[src/rtl/core/gaps_pkg.sv]
// Shared types and constants of the grid path search block.
// Used by the controller, the datapath and the top level; no dependencies.
`default_nettype none

package gaps_pkg;

  // Internal coordinate width: holds any tile of the largest grid plus one step
  localparam int CRD_W = 9;
  // Path cost width (g and f scores)
  localparam int COST_W = 24;

  // Result status codes
  typedef enum logic [2:0] {
    ST_STEP     = 3'd0,
    ST_SAME     = 3'd1,
    ST_UNREACH  = 3'd2,
    ST_OVERFLOW = 3'd3,
    ST_TOOLONG  = 3'd4
  } status_e;

  // List scan kinds
  typedef enum logic [1:0] {
    SK_BEST, // lowest f in the open list
    SK_CNB,  // neighbour in the closed list
    SK_ONB,  // neighbour in the open list, plus first free slot
    SK_CPAR  // parent of the current tile in the closed list
  } scan_e;

  // Controller states
  typedef enum logic [4:0] {
    S_CLEAR, S_IDLE, S_CHK,
    S_BEST0, S_BEST, S_BEST_E, S_POP,
    S_NB, S_NB_M,
    S_CS, S_CS_E, S_CS_D,
    S_OS, S_OS_E, S_OS_D,
    S_WK, S_WS, S_WS_E, S_WS_D,
    S_EM0, S_ERD, S_ELD,
    S_ERR
  } state_e;

  // Open list entry
  typedef struct packed {
    logic [CRD_W-1:0]  x;
    logic [CRD_W-1:0]  y;
    logic [CRD_W-1:0]  px;
    logic [CRD_W-1:0]  py;
    logic [COST_W-1:0] g;
    logic [COST_W-1:0] f;
  } node_t;

  // Closed list entry
  typedef struct packed {
    logic [CRD_W-1:0] x;
    logic [CRD_W-1:0] y;
    logic [CRD_W-1:0] px;
    logic [CRD_W-1:0] py;
  } cnode_t;

  // Commands from controller to datapath
  typedef struct packed {
    logic    in_ready;
    logic    map_clr;
    logic    map_wr;
    logic    latch;
    logic    init;
    logic    scan_clr;
    logic    scan;
    scan_e   scan_kind;
    logic    pop;
    logic    nb_next;
    logic    open_upd;
    logic    open_new;
    logic    walk_init;
    logic    walk_push;
    logic    walk_load;
    logic    emit_init;
    logic    emit_next;
    logic    out_step;
    logic    out_err;
    status_e err_code;
  } cmd_t;

  // Status from datapath to controller
  typedef struct packed {
    logic clr_done;
    logic same;
    logic scan_end;
    logic hit;
    logic free;
    logic hit_goal;
    logic closed_full;
    logic nb_out;
    logic nb_blocked;
    logic k_last;
    logic cheaper;
    logic cur_start;
    logic n_zero;
    logic n_full;
    logic e_zero;
    logic out_full;
  } sts_t;

  // Unscaled Manhattan distance between two tiles
  function automatic logic [CRD_W:0] manhattan(input logic [CRD_W-1:0] ax,
                                               input logic [CRD_W-1:0] ay,
                                               input logic [CRD_W-1:0] bx,
                                               input logic [CRD_W-1:0] by);
    logic [CRD_W-1:0] dx;
    logic [CRD_W-1:0] dy;
    dx = (ax > bx) ? ax - bx : bx - ax;
    dy = (ay > by) ? ay - by : by - ay;
    return {1'b0, dx} + {1'b0, dy};
  endfunction

endpackage

`default_nettype wire

[src/rtl/core/gaps_ctrl.sv]
// Controller state machine of the grid path search block.
// Depends on gaps_pkg; drives the datapath through cmd_t and reads sts_t.
`default_nettype none

module gaps_ctrl import gaps_pkg::*; (
  input  wire logic clk_i,
  input  wire logic rst_ni,
  input  wire logic in_valid_i,
  input  wire logic in_func_i,
  input  wire sts_t sts_i,
  output cmd_t      cmd_o
);

  state_e  state_q, state_d;
  status_e err_q, err_d;

  // State and error code registers
  always_ff @(posedge clk_i or negedge rst_ni) begin
    if (!rst_ni) begin
      state_q <= S_CLEAR;
      err_q   <= ST_STEP;
    end else begin
      state_q <= state_d;
      err_q   <= err_d;
    end
  end

  // Next state
  always_comb begin
    state_d = state_q;
    err_d   = err_q;
    case (state_q)
      S_CLEAR: begin
        if (sts_i.clr_done) state_d = S_IDLE;
      end
      S_IDLE: begin
        if (in_valid_i && in_func_i) state_d = S_CHK;
      end
      S_CHK: begin
        if (sts_i.same) begin
          state_d = S_ERR;
          err_d   = ST_SAME;
        end else begin
          state_d = S_BEST0;
        end
      end
      S_BEST0:  state_d = S_BEST;
      S_BEST: begin
        if (sts_i.scan_end) state_d = S_BEST_E;
      end
      S_BEST_E: state_d = S_POP;
      S_POP: begin
        if (!sts_i.hit) begin
          state_d = S_ERR;
          err_d   = ST_UNREACH;
        end else if (sts_i.closed_full) begin
          state_d = S_ERR;
          err_d   = ST_OVERFLOW;
        end else if (sts_i.hit_goal) begin
          state_d = S_WK;
        end else begin
          state_d = S_NB;
        end
      end
      S_NB: begin
        if (sts_i.nb_out) state_d = sts_i.k_last ? S_BEST0 : S_NB;
        else              state_d = S_NB_M;
      end
      S_NB_M: begin
        if (sts_i.nb_blocked) state_d = sts_i.k_last ? S_BEST0 : S_NB;
        else                  state_d = S_CS;
      end
      S_CS: begin
        if (sts_i.scan_end) state_d = S_CS_E;
      end
      S_CS_E: state_d = S_CS_D;
      S_CS_D: begin
        if (sts_i.hit) state_d = sts_i.k_last ? S_BEST0 : S_NB;
        else           state_d = S_OS;
      end
      S_OS: begin
        if (sts_i.scan_end) state_d = S_OS_E;
      end
      S_OS_E: state_d = S_OS_D;
      S_OS_D: begin
        if (sts_i.hit || sts_i.free) begin
          state_d = sts_i.k_last ? S_BEST0 : S_NB;
        end else begin
          state_d = S_ERR;
          err_d   = ST_OVERFLOW;
        end
      end
      S_WK: begin
        if (sts_i.cur_start) begin
          if (sts_i.n_zero) begin
            state_d = S_ERR;
            err_d   = ST_UNREACH;
          end else begin
            state_d = S_EM0;
          end
        end else if (sts_i.n_full) begin
          state_d = S_ERR;
          err_d   = ST_TOOLONG;
        end else begin
          state_d = S_WS;
        end
      end
      S_WS: begin
        if (sts_i.scan_end) state_d = S_WS_E;
      end
      S_WS_E: state_d = S_WS_D;
      S_WS_D: begin
        if (sts_i.hit) begin
          state_d = S_WK;
        end else begin
          state_d = S_ERR;
          err_d   = ST_UNREACH;
        end
      end
      S_EM0: state_d = S_ERD;
      S_ERD: state_d = S_ELD;
      S_ELD: begin
        if (!sts_i.out_full) state_d = sts_i.e_zero ? S_IDLE : S_ERD;
      end
      S_ERR: begin
        if (!sts_i.out_full) state_d = S_IDLE;
      end
      default: state_d = S_IDLE;
    endcase
  end

  // Commands
  always_comb begin
    cmd_o           = '0;
    cmd_o.scan_kind = SK_BEST;
    cmd_o.err_code  = err_q;
    case (state_q)
      S_CLEAR: cmd_o.map_clr = 1'b1;
      S_IDLE: begin
        cmd_o.in_ready = 1'b1;
        cmd_o.map_wr   = in_valid_i && !in_func_i;
        cmd_o.latch    = in_valid_i && in_func_i;
      end
      S_CHK:   cmd_o.init     = !sts_i.same;
      S_BEST0: cmd_o.scan_clr = 1'b1;
      S_BEST: begin
        cmd_o.scan      = 1'b1;
        cmd_o.scan_kind = SK_BEST;
      end
      S_POP: begin
        cmd_o.pop       = sts_i.hit && !sts_i.closed_full;
        cmd_o.walk_init = sts_i.hit && !sts_i.closed_full && sts_i.hit_goal;
      end
      S_NB: cmd_o.nb_next = sts_i.nb_out;
      S_NB_M: begin
        cmd_o.nb_next  = sts_i.nb_blocked;
        cmd_o.scan_clr = !sts_i.nb_blocked;
      end
      S_CS: begin
        cmd_o.scan      = 1'b1;
        cmd_o.scan_kind = SK_CNB;
      end
      S_CS_D: begin
        cmd_o.nb_next  = sts_i.hit;
        cmd_o.scan_clr = !sts_i.hit;
      end
      S_OS: begin
        cmd_o.scan      = 1'b1;
        cmd_o.scan_kind = SK_ONB;
      end
      S_OS_D: begin
        cmd_o.open_upd = sts_i.hit && sts_i.cheaper;
        cmd_o.open_new = !sts_i.hit && sts_i.free;
        cmd_o.nb_next  = sts_i.hit || sts_i.free;
      end
      S_WK: begin
        cmd_o.emit_init = sts_i.cur_start && !sts_i.n_zero;
        cmd_o.walk_push = !sts_i.cur_start && !sts_i.n_full;
        cmd_o.scan_clr  = !sts_i.cur_start && !sts_i.n_full;
      end
      S_WS: begin
        cmd_o.scan      = 1'b1;
        cmd_o.scan_kind = SK_CPAR;
      end
      S_WS_D: cmd_o.walk_load = sts_i.hit;
      S_ELD: begin
        cmd_o.out_step  = !sts_i.out_full;
        cmd_o.emit_next = !sts_i.out_full && !sts_i.e_zero;
      end
      S_ERR: cmd_o.out_err = !sts_i.out_full;
      default: cmd_o.scan_kind = SK_BEST;
    endcase
  end

endmodule

`default_nettype wire

[config.mk]
export PLATFORM = sky130hd
export DESIGN_NAME = gaps_ctrl
export DESIGN_NICKNAME = d
export VERILOG_FILES = /design/src/rtl/core/gaps_pkg.sv /design/src/rtl/core/gaps_ctrl.sv
export SDC_FILE = /design/constraint.sdc
export NUM_CORES = 1
export LEC_CHECK = 0
export BUFFER_PORTS_ARGS = -buffer_cell sky130_fd_sc_hd__buf_2
export CAP_MARGIN = 20
export CORE_MARGIN = 2
export CORE_UTILIZATION = 45
export CTS_BUF_LIST = sky130_fd_sc_hd__clkbuf_8
export CTS_CLUSTER_DIAMETER = 150
export DETAILED_ROUTE_END_ITERATION = 6
export PLACE_DENSITY = 0.76
export SLEW_MARGIN = 0
export SYNTH_ARGS = -nofsm -noshare
export SYNTH_HDL_FRONTEND = slang
export SYNTH_SLANG_ARGS = --single-unit
[constraint.sdc]
create_clock -name clk_i -period 2 [get_ports clk_i]
set_input_delay 0.3 -clock clk_i [delete_from_list [all_inputs] [get_ports clk_i]]
set_output_delay 0.3 -clock clk_i [all_outputs]
set_load 0.05 [all_outputs]
### After elaboration in Yosys (flattened, before gate mapping)

Cells that the tools add are included.
Widths: inputs -> output; s select.

| storage, ports and cells | value |
|---|---|
| bits of input ports | 20 |
| word-level logic and storage cells | 111 |
| output and inout bits | 23 |
| bits in registers | 8 |

| operators by class | value |
|---|---|
| muxes and demuxes | 48 |
| equality and inequality tests | 36 |
| reduce and logical (&&, ||, !) cells | 25 |

Operators with widths:

| operator | number |
|---|---|
| $pmux 5 s23 | 1 |
| $mux 5 | 15 |
| $eq 5x4->1 const B | 8 |
| $eq 5x5->1 const B | 7 |
| $mux 3 | 11 |
| $ne 2x2->1 const B | 11 |
| $eq 5x3->1 const B | 4 |
| $mux 4 | 4 |
| $pmux 3 s5 | 1 |
| $eq 5x2->1 const B | 2 |
| $logic_not 1->1 | 10 |
| $mux 1 | 10 |
| $logic_and 1x1->1 | 9 |
| $ne 3x3->1 const B | 3 |
| $pmux 1 s4 | 2 |
| $reduce_and 8->1 | 1 |
| $reduce_and 7->1 | 1 |
| $mux 2 | 3 |
| $pmux 2 s3 | 1 |
| $eq 5x1->1 const B | 1 |
| $logic_not 5->1 | 1 |
| $reduce_bool 5->1 | 1 |
| $reduce_or 4->1 | 1 |
| $logic_or 1x1->1 | 1 |

### Logic depth before layout (Yosys ltp)

Gate-level depths: netlist (run 1).

| depth | value |
|---|---|
| word-level depth | 4 |
| mapped depth | 7 |
| gate-level depth less buffers | 5 |

### Least setup slack after synthesis (run 1)

Ideal clock, no wire load.

| timing | value |
|---|---|
| path kind | register -> output |
| from | register state_q[0] |
| to | output port cmd_o[14] (netlist bit) |
| stages on the path, launching flop included | 5 |
| slack | -1,761 ps |
| buffers on the path | 2 |
| data required time | 1,700 ps |
| arrival time | 3,461 ps |
| cells stage by stage | dfrtp_1 > buf_2 > buf_1 > nand2_1 > a2111oi_0 |

RTL lines:

| item | RTL line | text |
|---|---|---|
| from (decl) | gaps_ctrl.sv:14 | `state_e state_q, state_d;` |
| from (signal assigned) | gaps_ctrl.sv:23 | `state_q <= state_d;` |
| to (decl) | gaps_ctrl.sv:11 | `output cmd_t cmd_o` |

### Worst setup path after layout (run 1)

| timing | value |
|---|---|
| from | register state_q[1] |
| to | register err_q[2] |

| on the way | value |
|---|---|
| longest elaborated chain between the ends | 3 |
| elaborated cells on any way between the ends | 14 |
| those cells by class | eq/ne: 11; mux: 1; reduce/logical: 2 |

RTL lines:

| item | RTL line | text |
|---|---|---|
| $eq 5x3->1 (tied with other cells) | gaps_ctrl.sv:32 | `case (state_q)` |
| $ne 3x3->1 (no line) (tied with other cells) | -- |  |
| $reduce_and 7->1 (no line) | -- |  |
| to (signal assigned) | gaps_ctrl.sv:24 | `err_q <= err_d;` |
| to (decl) | gaps_ctrl.sv:15 | `status_e err_q, err_d;` |

Parallel ways exist; a longest one is shown, timed or not.
A chain may end at the register's enable or synchronous reset.

==> run metrics, run 1 <==
status complete, but fails checks; failing checks setup timing; worst endpoint data arrival time 2140 ps; critical path cell sequence buf_4 > or3b_4 > or3_4 > o311a_1 > and4bb_4 > mux2_4; Cells after Synth 157; final setup margin -23.3 ps; setup tns final -62.4 ps; multiplexer area fraction after synthesis 0.0755; Die Area 2840 sq um; Critical Path RT 2120 ps; Peak VDD IR between 0.001 and 0.0015 V; Seq/Total Area, Yosys 0.183; unrepaired setup endpoints after global routing true; vias per inst around 6.6; number of max-cap violations 0; HPWL Detailed 3420 um; Synth cell types 52; first-pass iteration count of the detailed router 5; H-tree lvl count 1; Sink Count 8; Rows 17; vias in the first global route about 1,400; final hold slack about 450 ps; DRC 0; pin count of the biggest net entering global routing 17; most common cell after layout, fill and taps aside buf_4; clk slew on worst S/H paths 50 ps; Clock Latency Late Sink 230 ps; antenna violations before repair 0; grt total ovfl 0; cts bufs inserted 3; main flop type after synthesis dfrtp_1; I/O pin count 43; FILL cells ~140; Tot GR Track Use 0.336; Clock Tree Root clkbuf_8; # setup viols final 4; Die W about 53 um; Synth top area share 0.183; first-pass GRT wire length roughly 6700 um; fraction of layout cells with a size suffix above 1 0.535; multi-input logic area 958 sq um; CP top delay family simple AND/OR/NAND/NOR gates; Die Y 53.3 um; fin crit share 1.01; Async SR Flop Fraction 1.00; slew margin rel. 0.786; fmax 494 MHz; wire length per cell a little over 20 um; Hold Vio Cnt, Final 0; Post-Synth Simple-Gate Area 0.410; clock buffer depth 2; Tightest Hold Check Type primary input to async pin; Max Fanout on Critical Path 4; register bit count reported by yosys 8; Pleak 0.000892 uW; synthesis-to-layout area growth 74.5%; final WL 5220 um; Antenna Violating Nets Remaining 0; xor/xnor share of the synthesized area 0; core area 2250 sq um; P per Cell Area 1780 nW/um^2; number of antenna diodes 0; synth top area cells dfrtp_1, nor2_1, nor3_1; Critical Path Sink Type flip-flop; Port Buffers 42; fin nets 252; Via Count about 1,700; Yosys warning total 0; initial cell density of the core 0.485; compound-gate portion of the synthesized area 0.247; Mapped Area 1090 sq um; cell taking the most area after synthesis dfrtp_1; Register Area 203 sq um; count of final max-slew check failures 0; Crit Path Class flip-flop to flip-flop; CTS tree built; min Tclk post-route between 2000 and 2500 ps; RePlAce Congestion approximately 0.94; buffers plus inverters on the worst setup path 1; most frequent cells in the layout buf_4, buf_2, nor2_1; main combinational cell family by area after synthesis simple AND/OR/NAND/NOR gates; clock skew 2.89 ps; Worst setup SP type flip-flop; First DRT Iteration DRCs 95; actual slew at the worst max-slew pin about 320 ps; Post-Synth Adder-Cell Area 0; Worst path slowest cell dfrtp_2; post-layout util 0.846; number of synthesized flops with an enable pin 0; synthesized net count between 150 and 200; Mapped Avg Cell Area 6.97 sq um; CP max stage delay 400 ps
==> cells by family (layout without fill, tap and decap cells) <==
family,Yosys count,after routing
buffers and inverters,21,94
muxes,7,7
and+or+nand+nor,81,81
AOI/OAI and AO/OA,40,40
DFF,8,8
==> registers in the layout, summed over array words and instances (netlist names) <==
| signal | cells |
|---|---|
| state_q | 5 |
| err_q | 3 |
==> what timing repair did <==
item | in CTS | in global routing
gates resized for setup | 16 | 36
hold buffers | 1 | 0
endpoints found under the setup margin | 13 | 17
cloned | 0 | 1
pin swaps | 1 | 8
setup buffers | 1 | 11
hold endpoints to repair | 8 | 0
==> power breakdown <==
group          internal (uW)  switching, uW
clock network            132           77.5
registers                237           80.4
logic                   1260           1620
total                   1630           1770
==> worst register-to-register path, stage by stage (launching register included) <==
cell      delay, ps
dfrtp_2         400
buf_4           130
or3b_4          370
or3_4           340
o311a_1         160
and4bb_4        230
mux2_4          290
==> cell usage after synthesis, types with 3 or more instances <==
cell / n
nand2_1: 14
o21ai_0: 10
a21oi_1: 8
dfrtp_1: 8
nor2b_1: 6
nand3_1: 7
clkbuf_1: 6
inv_1: 8
mux2i_1: 3
nor2_1: 17
nor3_1: 12
buf_1: 3
nand3b_1: 3
o2111ai_1: 3
==> per-layer routing <==
metal / part of all wire / up-vias / wire length, um / track usage
met5: 0 / - / 0 / 0
met4: 0.058 / 0 / 302 / 0.132
met3: 0.12 / 43 / 638 / 0.0932
met2: 0.46 / 148 / 2380 / 0.539
met1: 0.36 / 784 / 1900 / 0.422
li1: - / 727 / - / -
==> per-stage QoR <==
step	instances	power, uW	instance area [sq um]	setup WS (ps)
final	258	3400	1910	-23.3
after global routing	258	3540	1910	-54.4
after CTS	246	2870	1690	-8.05
after detailed placement	241	2580	1580	58.9
after global placement	241	2570	1580	87.8
after floorplan	157	1850	1200	-9.62
==> cell type report <==
type | count | area share
timing repair buffer | 83 | 0.334
inverter | 8 | 0.0170
multi-input combinational | 128 | 0.502
clock buffer | 3 | 0.0216
sequential | 8 | 0.106
tap | 28 | 0.0184
==> final timing paths <==
kind	start	to	slack [ps]	depth (start not counted)
setup / recovery	state_q[1]	err_q[2]	-20	6
hold / removal	rst_ni	err_q[0]	450	2
setup reg to reg	state_q[1]	err_q[2]	-20	6
hold reg to reg	err_q[0]	err_q[0]	520	1
max in group asynchronous	rst_ni	state_q[1]	1370	2
min in group clk_i	sts_i[10]	state_q[3]	470	4
No activity file was read; power rests on OpenSTA's default activity.
==> run 2: changes to the inputs <==
--- a/config.mk
+++ b/config.mk
@@ -6,13 +6,13 @@
 export NUM_CORES = 1
 export LEC_CHECK = 0
 export BUFFER_PORTS_ARGS = -buffer_cell sky130_fd_sc_hd__buf_2
-export CAP_MARGIN = 20
+export CAP_MARGIN = 25
 export CORE_MARGIN = 2
 export CORE_UTILIZATION = 45
 export CTS_BUF_LIST = sky130_fd_sc_hd__clkbuf_8
 export CTS_CLUSTER_DIAMETER = 150
 export DETAILED_ROUTE_END_ITERATION = 6
-export PLACE_DENSITY = 0.76
+export PLACE_DENSITY = 0.83
 export SLEW_MARGIN = 0
 export SYNTH_ARGS = -nofsm -noshare
 export SYNTH_HDL_FRONTEND = slang
==> run metrics, run 2 (synthesis results as in run 1) <==
number of antenna diodes 0 (unchanged); status complete, but fails checks; core area 2250 sq um (unchanged); failing checks setup timing; cts bufs inserted 3 (unchanged); synthesis-to-layout area growth 79.4%; # setup viols final 10 (+6); Cells after DPL 240 (-0.41%); P per Cell Area 1840 nW/um^2 (+3.4%); Die Y 53.3 um (unchanged); Sink Count 8 (unchanged); worst endpoint data arrival time 1810 ps (-330 ps); Die W 53.3 um (unchanged); Hold EP state_q[3]; final WL 6110 um (+17%); count of final max-slew check failures 0 (unchanged); I/O pin count 43 (unchanged); most frequent cells in the layout buf_4, buf_2, nor2_1; vias in the first global route 1,500 (+4.0%); First DRT Iteration DRCs 204 (+110%); Pleak 0.000918 uW (+3.0%); initial cell density of the core 0.485 (unchanged); switching share of power 0.534 (+0.0129); clk slew on worst S/H paths 40 ps (about the same); Clock Tree Root clkbuf_8; reg2reg setup slack -50 ps (-30 ps); Antenna Violating Nets Remaining 0 (unchanged); Pint 1680 uW (+3.4%); switching power 1930 uW (+8.9%); slew margin rel. 0.754 (-0.0318); Gate power share 0.855 (+0.010); final setup margin -106 ps (-83.1 ps); vias per inst 6.79 (+3.0%); Rows 17 (unchanged); first-pass iteration count of the detailed router 7 (+2); Worst setup SP type flip-flop; most common cell after layout, fill and taps aside buf_4; clock skew 1.82 ps (-1.07 ps); Largest regs state_q (5), err_q (3); Reg power frac 0.091 (-0.002); pin count of the biggest net entering global routing 26 (+9); Crit Path Class flip-flop to output pin; Die Area 2840 sq um (unchanged); min-delay src sts_i[10]; Peak VDD IR 0.00156 V (+37%); clock buffer depth 2 (unchanged); min Tclk post-route 2110 ps (+83.1 ps); fin crit share 1.05 (+0.0415); H-tree lvl count 1 (unchanged); Biggest register state_q; Reg2Reg Launch Point state_q[3]; HPWL Detailed 3310 um (-3.1%); RePlAce Congestion 0.981 (+4.6%); max FFs per register 5 (unchanged); fmax 475 MHz (-3.9%); Critical Path RT 1700 ps (-420 ps); Clock Latency Late Sink 230 ps (about the same); r2r worst-path depth 5 (-1); Hold Crit Depth 3; unrepaired setup endpoints after global routing true; number of max-cap violations 0 (unchanged); Port Buffers 42 (unchanged); Via Count 1,773 (+4.2%); fin nets 255 (+1.2%); DRC 0 (unchanged); fraction of layout cells with a size suffix above 1 0.541 (+0.00599); Max Fanout on Critical Path 8 (+4); reg2reg end state_q[1]; wire length per cell 23.4 um (+16%); Tot Pwr 3620 uW (+6.3%); first-pass GRT wire length 7270 um (+8.1%); Hold Vio Cnt, Final 0 (unchanged); Tightest Hold Check Type primary input to flip-flop; Tot GR Track Use 0.358 (+0.0213); Critical Path Sink Type output pin; Post-Layout Cell Count 261 (+1.2%); grt total ovfl 0 (unchanged); actual slew at the worst max-slew pin 367 ps (+48.9 ps); CTS tree built; Clock power frac 0.054 (-0.007); antenna violations before repair 0 (unchanged)
-- run 2: critical path, cell delays in order, from the launching register on --
cell	delay, ps
dfrtp_1	420
buf_6	170
buf_6	140
inv_1	240
nor2_1	170
nor3_4	240
buf_6	200
-- run 2: how the worst max path moves through the flow --
stage	from	to	slack, ps
3_3_place_gp	state_q[3]	state_q[1]	70
3_5_place_dp	state_q[3]	state_q[1]	30
2_1_floorplan	state_q[0]	cmd_o[19]	-10
4_1_cts	state_q[1]	cmd_o[9]	-20
6_report	state_q[2]	cmd_o[16]	-110
5_1_grt	state_q[4]	state_q[1]	-150
-- run 2: timing repair --
item / CTS / global route
setup buffers: 4 / 10
resized for setup: 25 / 25
gates cloned: 0 / 3
hold buffers: 1 / 0
pin swaps: 3 / 10
endpoints found under the setup margin: 11 / 17
endpoints found under the hold margin: 8 / 0
-- run 2: area by class of cell --
type                    count  area, sq um
clock buffers               3         41.3
fillers                   113          293
inverters                   8         35.0
multi-input cells         128          975
flip-flops and latches      8          204
well taps                  28         35.0
repair buffers             86          672
-- run 2: layer usage --
| metal | vias up | part of all wire | GRT usage |
|---|---|---|---|
| met2 | 210 | 0.44 | 0.597 |
| met5 | - | 0 | 0 |
| li1 | 732 | - | - |
| met1 | 766 | 0.32 | 0.452 |
| met3 | 65 | 0.16 | 0.0678 |
| met4 | 0 | 0.085 | 0.132 |
-- run 2: through the flow --
stage	setup WS, ps	TNS, ps	hold slack, ps	instance area [sq um]	utilization
6_report	-106	-439	377	1960	0.870
3_3_place_gp	73.2	0	143	1590	0.704
5_1_grt	-145	-987	383	1960	0.870
4_1_cts	-21.6	-21.6	378	1750	0.775
3_5_place_dp	30.8	0	146	1590	0.704
2_1_floorplan	-9.62	-9.62	4.41	1200	-
-- run 2: power groups by stage --
stage,combinational [uW],sequential [uW],clock (uW)
final,3090,330,196
after global routing,3170,333,210
after CTS,2480,302,194
after detailed placement,2280,305,0
after global placement,2270,304,0
after floorplan,1510,337,0
==> run 3: changes to the inputs <==
--- a/config.mk
+++ b/config.mk
@@ -12,7 +12,7 @@
 export CTS_BUF_LIST = sky130_fd_sc_hd__clkbuf_8
 export CTS_CLUSTER_DIAMETER = 150
 export DETAILED_ROUTE_END_ITERATION = 6
-export PLACE_DENSITY = 0.83
+export PLACE_DENSITY_LB_ADDON = 0.3
 export SLEW_MARGIN = 0
 export SYNTH_ARGS = -nofsm -noshare
 export SYNTH_HDL_FRONTEND = slang
==> run metrics, run 3 (synthesis results as in run 1) <==
P per Cell Area 1720 nW/um^2 (-6.7%); vias per inst 6.24 (-8.1%); core area 2250 sq um (unchanged); Design Area, Final 1820 sq um (-7.3%); First DRT Iteration DRCs 101 (-50%); Die Y 53.3 um (unchanged); Biggest register state_q; fmax 490 MHz (+3.3%); first-pass iteration count of the detailed router 4 (-3); cts bufs inserted 3 (unchanged); Critical Path RT 2100 ps (+400 ps); setup tns final -70.4 ps (+368 ps); Die W 53.3 um (unchanged); post-layout util 0.807 (-0.0633); clock skew 3.75 ps (+1.93 ps); synthesis-to-layout area growth 66.4%; fin nets 240 (-5.9%); initial cell density of the core 0.485 (unchanged); Register Area 204 sq um (unchanged); H-tree lvl count 1 (unchanged); antenna violations before repair 0 (unchanged); Sink Count 8 (unchanged); Cell Area, Placed 1560 sq um (-1.4%); most common cell after layout, fill and taps aside buf_2; Pleak 0.000833 uW (-9.3%); wire length per cell 18.2 um (-22%); number of max-cap violations 0 (unchanged); most frequent cells in the layout buf_2, buf_4, nor2_1; critical path cell sequence or3b_1 > or3_4 > o311a_4 > and4bb_4 > mux2_4; clock buffer depth 2 (unchanged); Place WS 11.1 ps (-19.6 ps); first-pass GRT wire length 6270 um (-14%); Worst path slowest cell dfrtp_2; status complete, but fails checks; Port Buffers 42 (unchanged); HPWL Detailed 3130 um (-5.5%); slew margin rel. 0.669 (-0.0847); Largest regs state_q (5), err_q (3); fraction of layout cells with a size suffix above 1 0.505 (-0.0362); pin count of the biggest net entering global routing 17 (-35%); RePlAce Congestion 0.949 (-3.3%); Clock Latency Late Sink 220 ps (about the same); grt total ovfl 0 (unchanged); CP top delay family simple AND/OR/NAND/NOR gates; buffers plus inverters on the worst setup path 0 (-4); final WL 4470 um (-27%); Critical Path Sink Type flip-flop; Crit Path Class flip-flop to flip-flop; Worst setup SP type flip-flop; unrepaired setup endpoints after global routing true; Hold Vio Cnt, Final 0 (unchanged); # setup viols final 3 (-7); vias in the first global route 1,316 (-12%); failing checks setup timing; Rows 17 (unchanged); Via Count 1,536 (-13%); worst endpoint data arrival time 2140 ps (+330 ps); CTS tree built; FILL cells 158 (+40%); number of antenna diodes 0 (unchanged); CP max stage delay 450 ps (+30 ps); fin crit share 1.02 (-0.0338); Clock Tree Root clkbuf_8; Die Area 2840 sq um (unchanged); Antenna Violating Nets Remaining 0 (unchanged); final setup margin -38.9 ps (+67.5 ps); Max Fanout on Critical Path 7 (-1); multi-input logic area 975 sq um (unchanged); max FFs per register 5 (unchanged); clk slew on worst S/H paths 40 ps (about the same); Peak VDD IR 0.00166 V (+6.9%); count of final max-slew check failures 0 (unchanged); min Tclk post-route 2040 ps (-67.5 ps); Tightest Hold Check Type primary input to flip-flop; Tot GR Track Use 0.303 (-0.0551); I/O pin count 43 (unchanged); DRC 0 (unchanged); actual slew at the worst max-slew pin 490 ps (+122 ps)
-- run 3: changes by cell type in the layout (fill, tap and decap cells not counted), sizes merged --
cell,delta
buf,-15
-- run 3: repair_timing --
action | CTS | global route
hold endpoints to repair | 8 | 0
setup endpoints to repair | 12 | 17
resized for setup | 21 | 28
pin swaps | 1 | 2
hold buffers | 1 | 0
buffers inserted | 0 | 5
-- run 3: where the power goes --
group	internal (uW)	switching, uW	leakage (uW)	total, uW
sequential	239	88.9	0.0000954	328
clock	130	59.5	0.0000216	190
combinational	1110	1500	0.000716	2610
-- run 3: routing by layer --
layer,share of wire,routed length [um],vias to the layer above,global-route usage
met4,0.024,108,0,0.0513
li1,-,-,706,-
met5,0,0,-,0
met3,0.10,457,18,0.0169
met1,0.39,1730,701,0.432
met2,0.49,2170,111,0.504
-- run 3: worst reg2reg max path: cells and delay by family (launching register included) --
kind               cells  cell delay (ps)
and+or+nand+nor        3              990
muxes                  1              320
AOI/OAI and AO/OA      1              150
DFF                    1              450
-- run 3: worst paths after layout --
path / start / end / slack, ps / cells after the start
max: state_q[4] / err_q[2] / -40 / 5
min: sts_i[10] / state_q[3] / 440 / 3
max reg2reg: state_q[4] / err_q[2] / -40 / 5
min reg2reg: err_q[1] / err_q[1] / 510 / 2
max in group asynchronous: rst_ni / state_q[3] / 1360 / 2
min in group asynchronous: rst_ni / state_q[4] / 450 / 2
-- run 3: cell type report --
type                       instances  share of cell area
timing repair buffer              71               0.292
sequential                         8               0.112
multi-input combinational        128               0.536
inverter                           8              0.0179
tap                               28              0.0193
clock buffer                       3              0.0227
-- run 3: per-stage QoR --
| stage | std cells | hold slack (ps) | power, uW |
|---|---|---|---|
| global placement | 237 | 145 | 2510 |
| CTS | 241 | 435 | 2820 |
| detailed placement | 237 | 150 | 2530 |
| finish | 246 | 439 | 3130 |
| global route | 246 | 442 | 3300 |
| floorplan | 157 | 4.41 | 1850 |
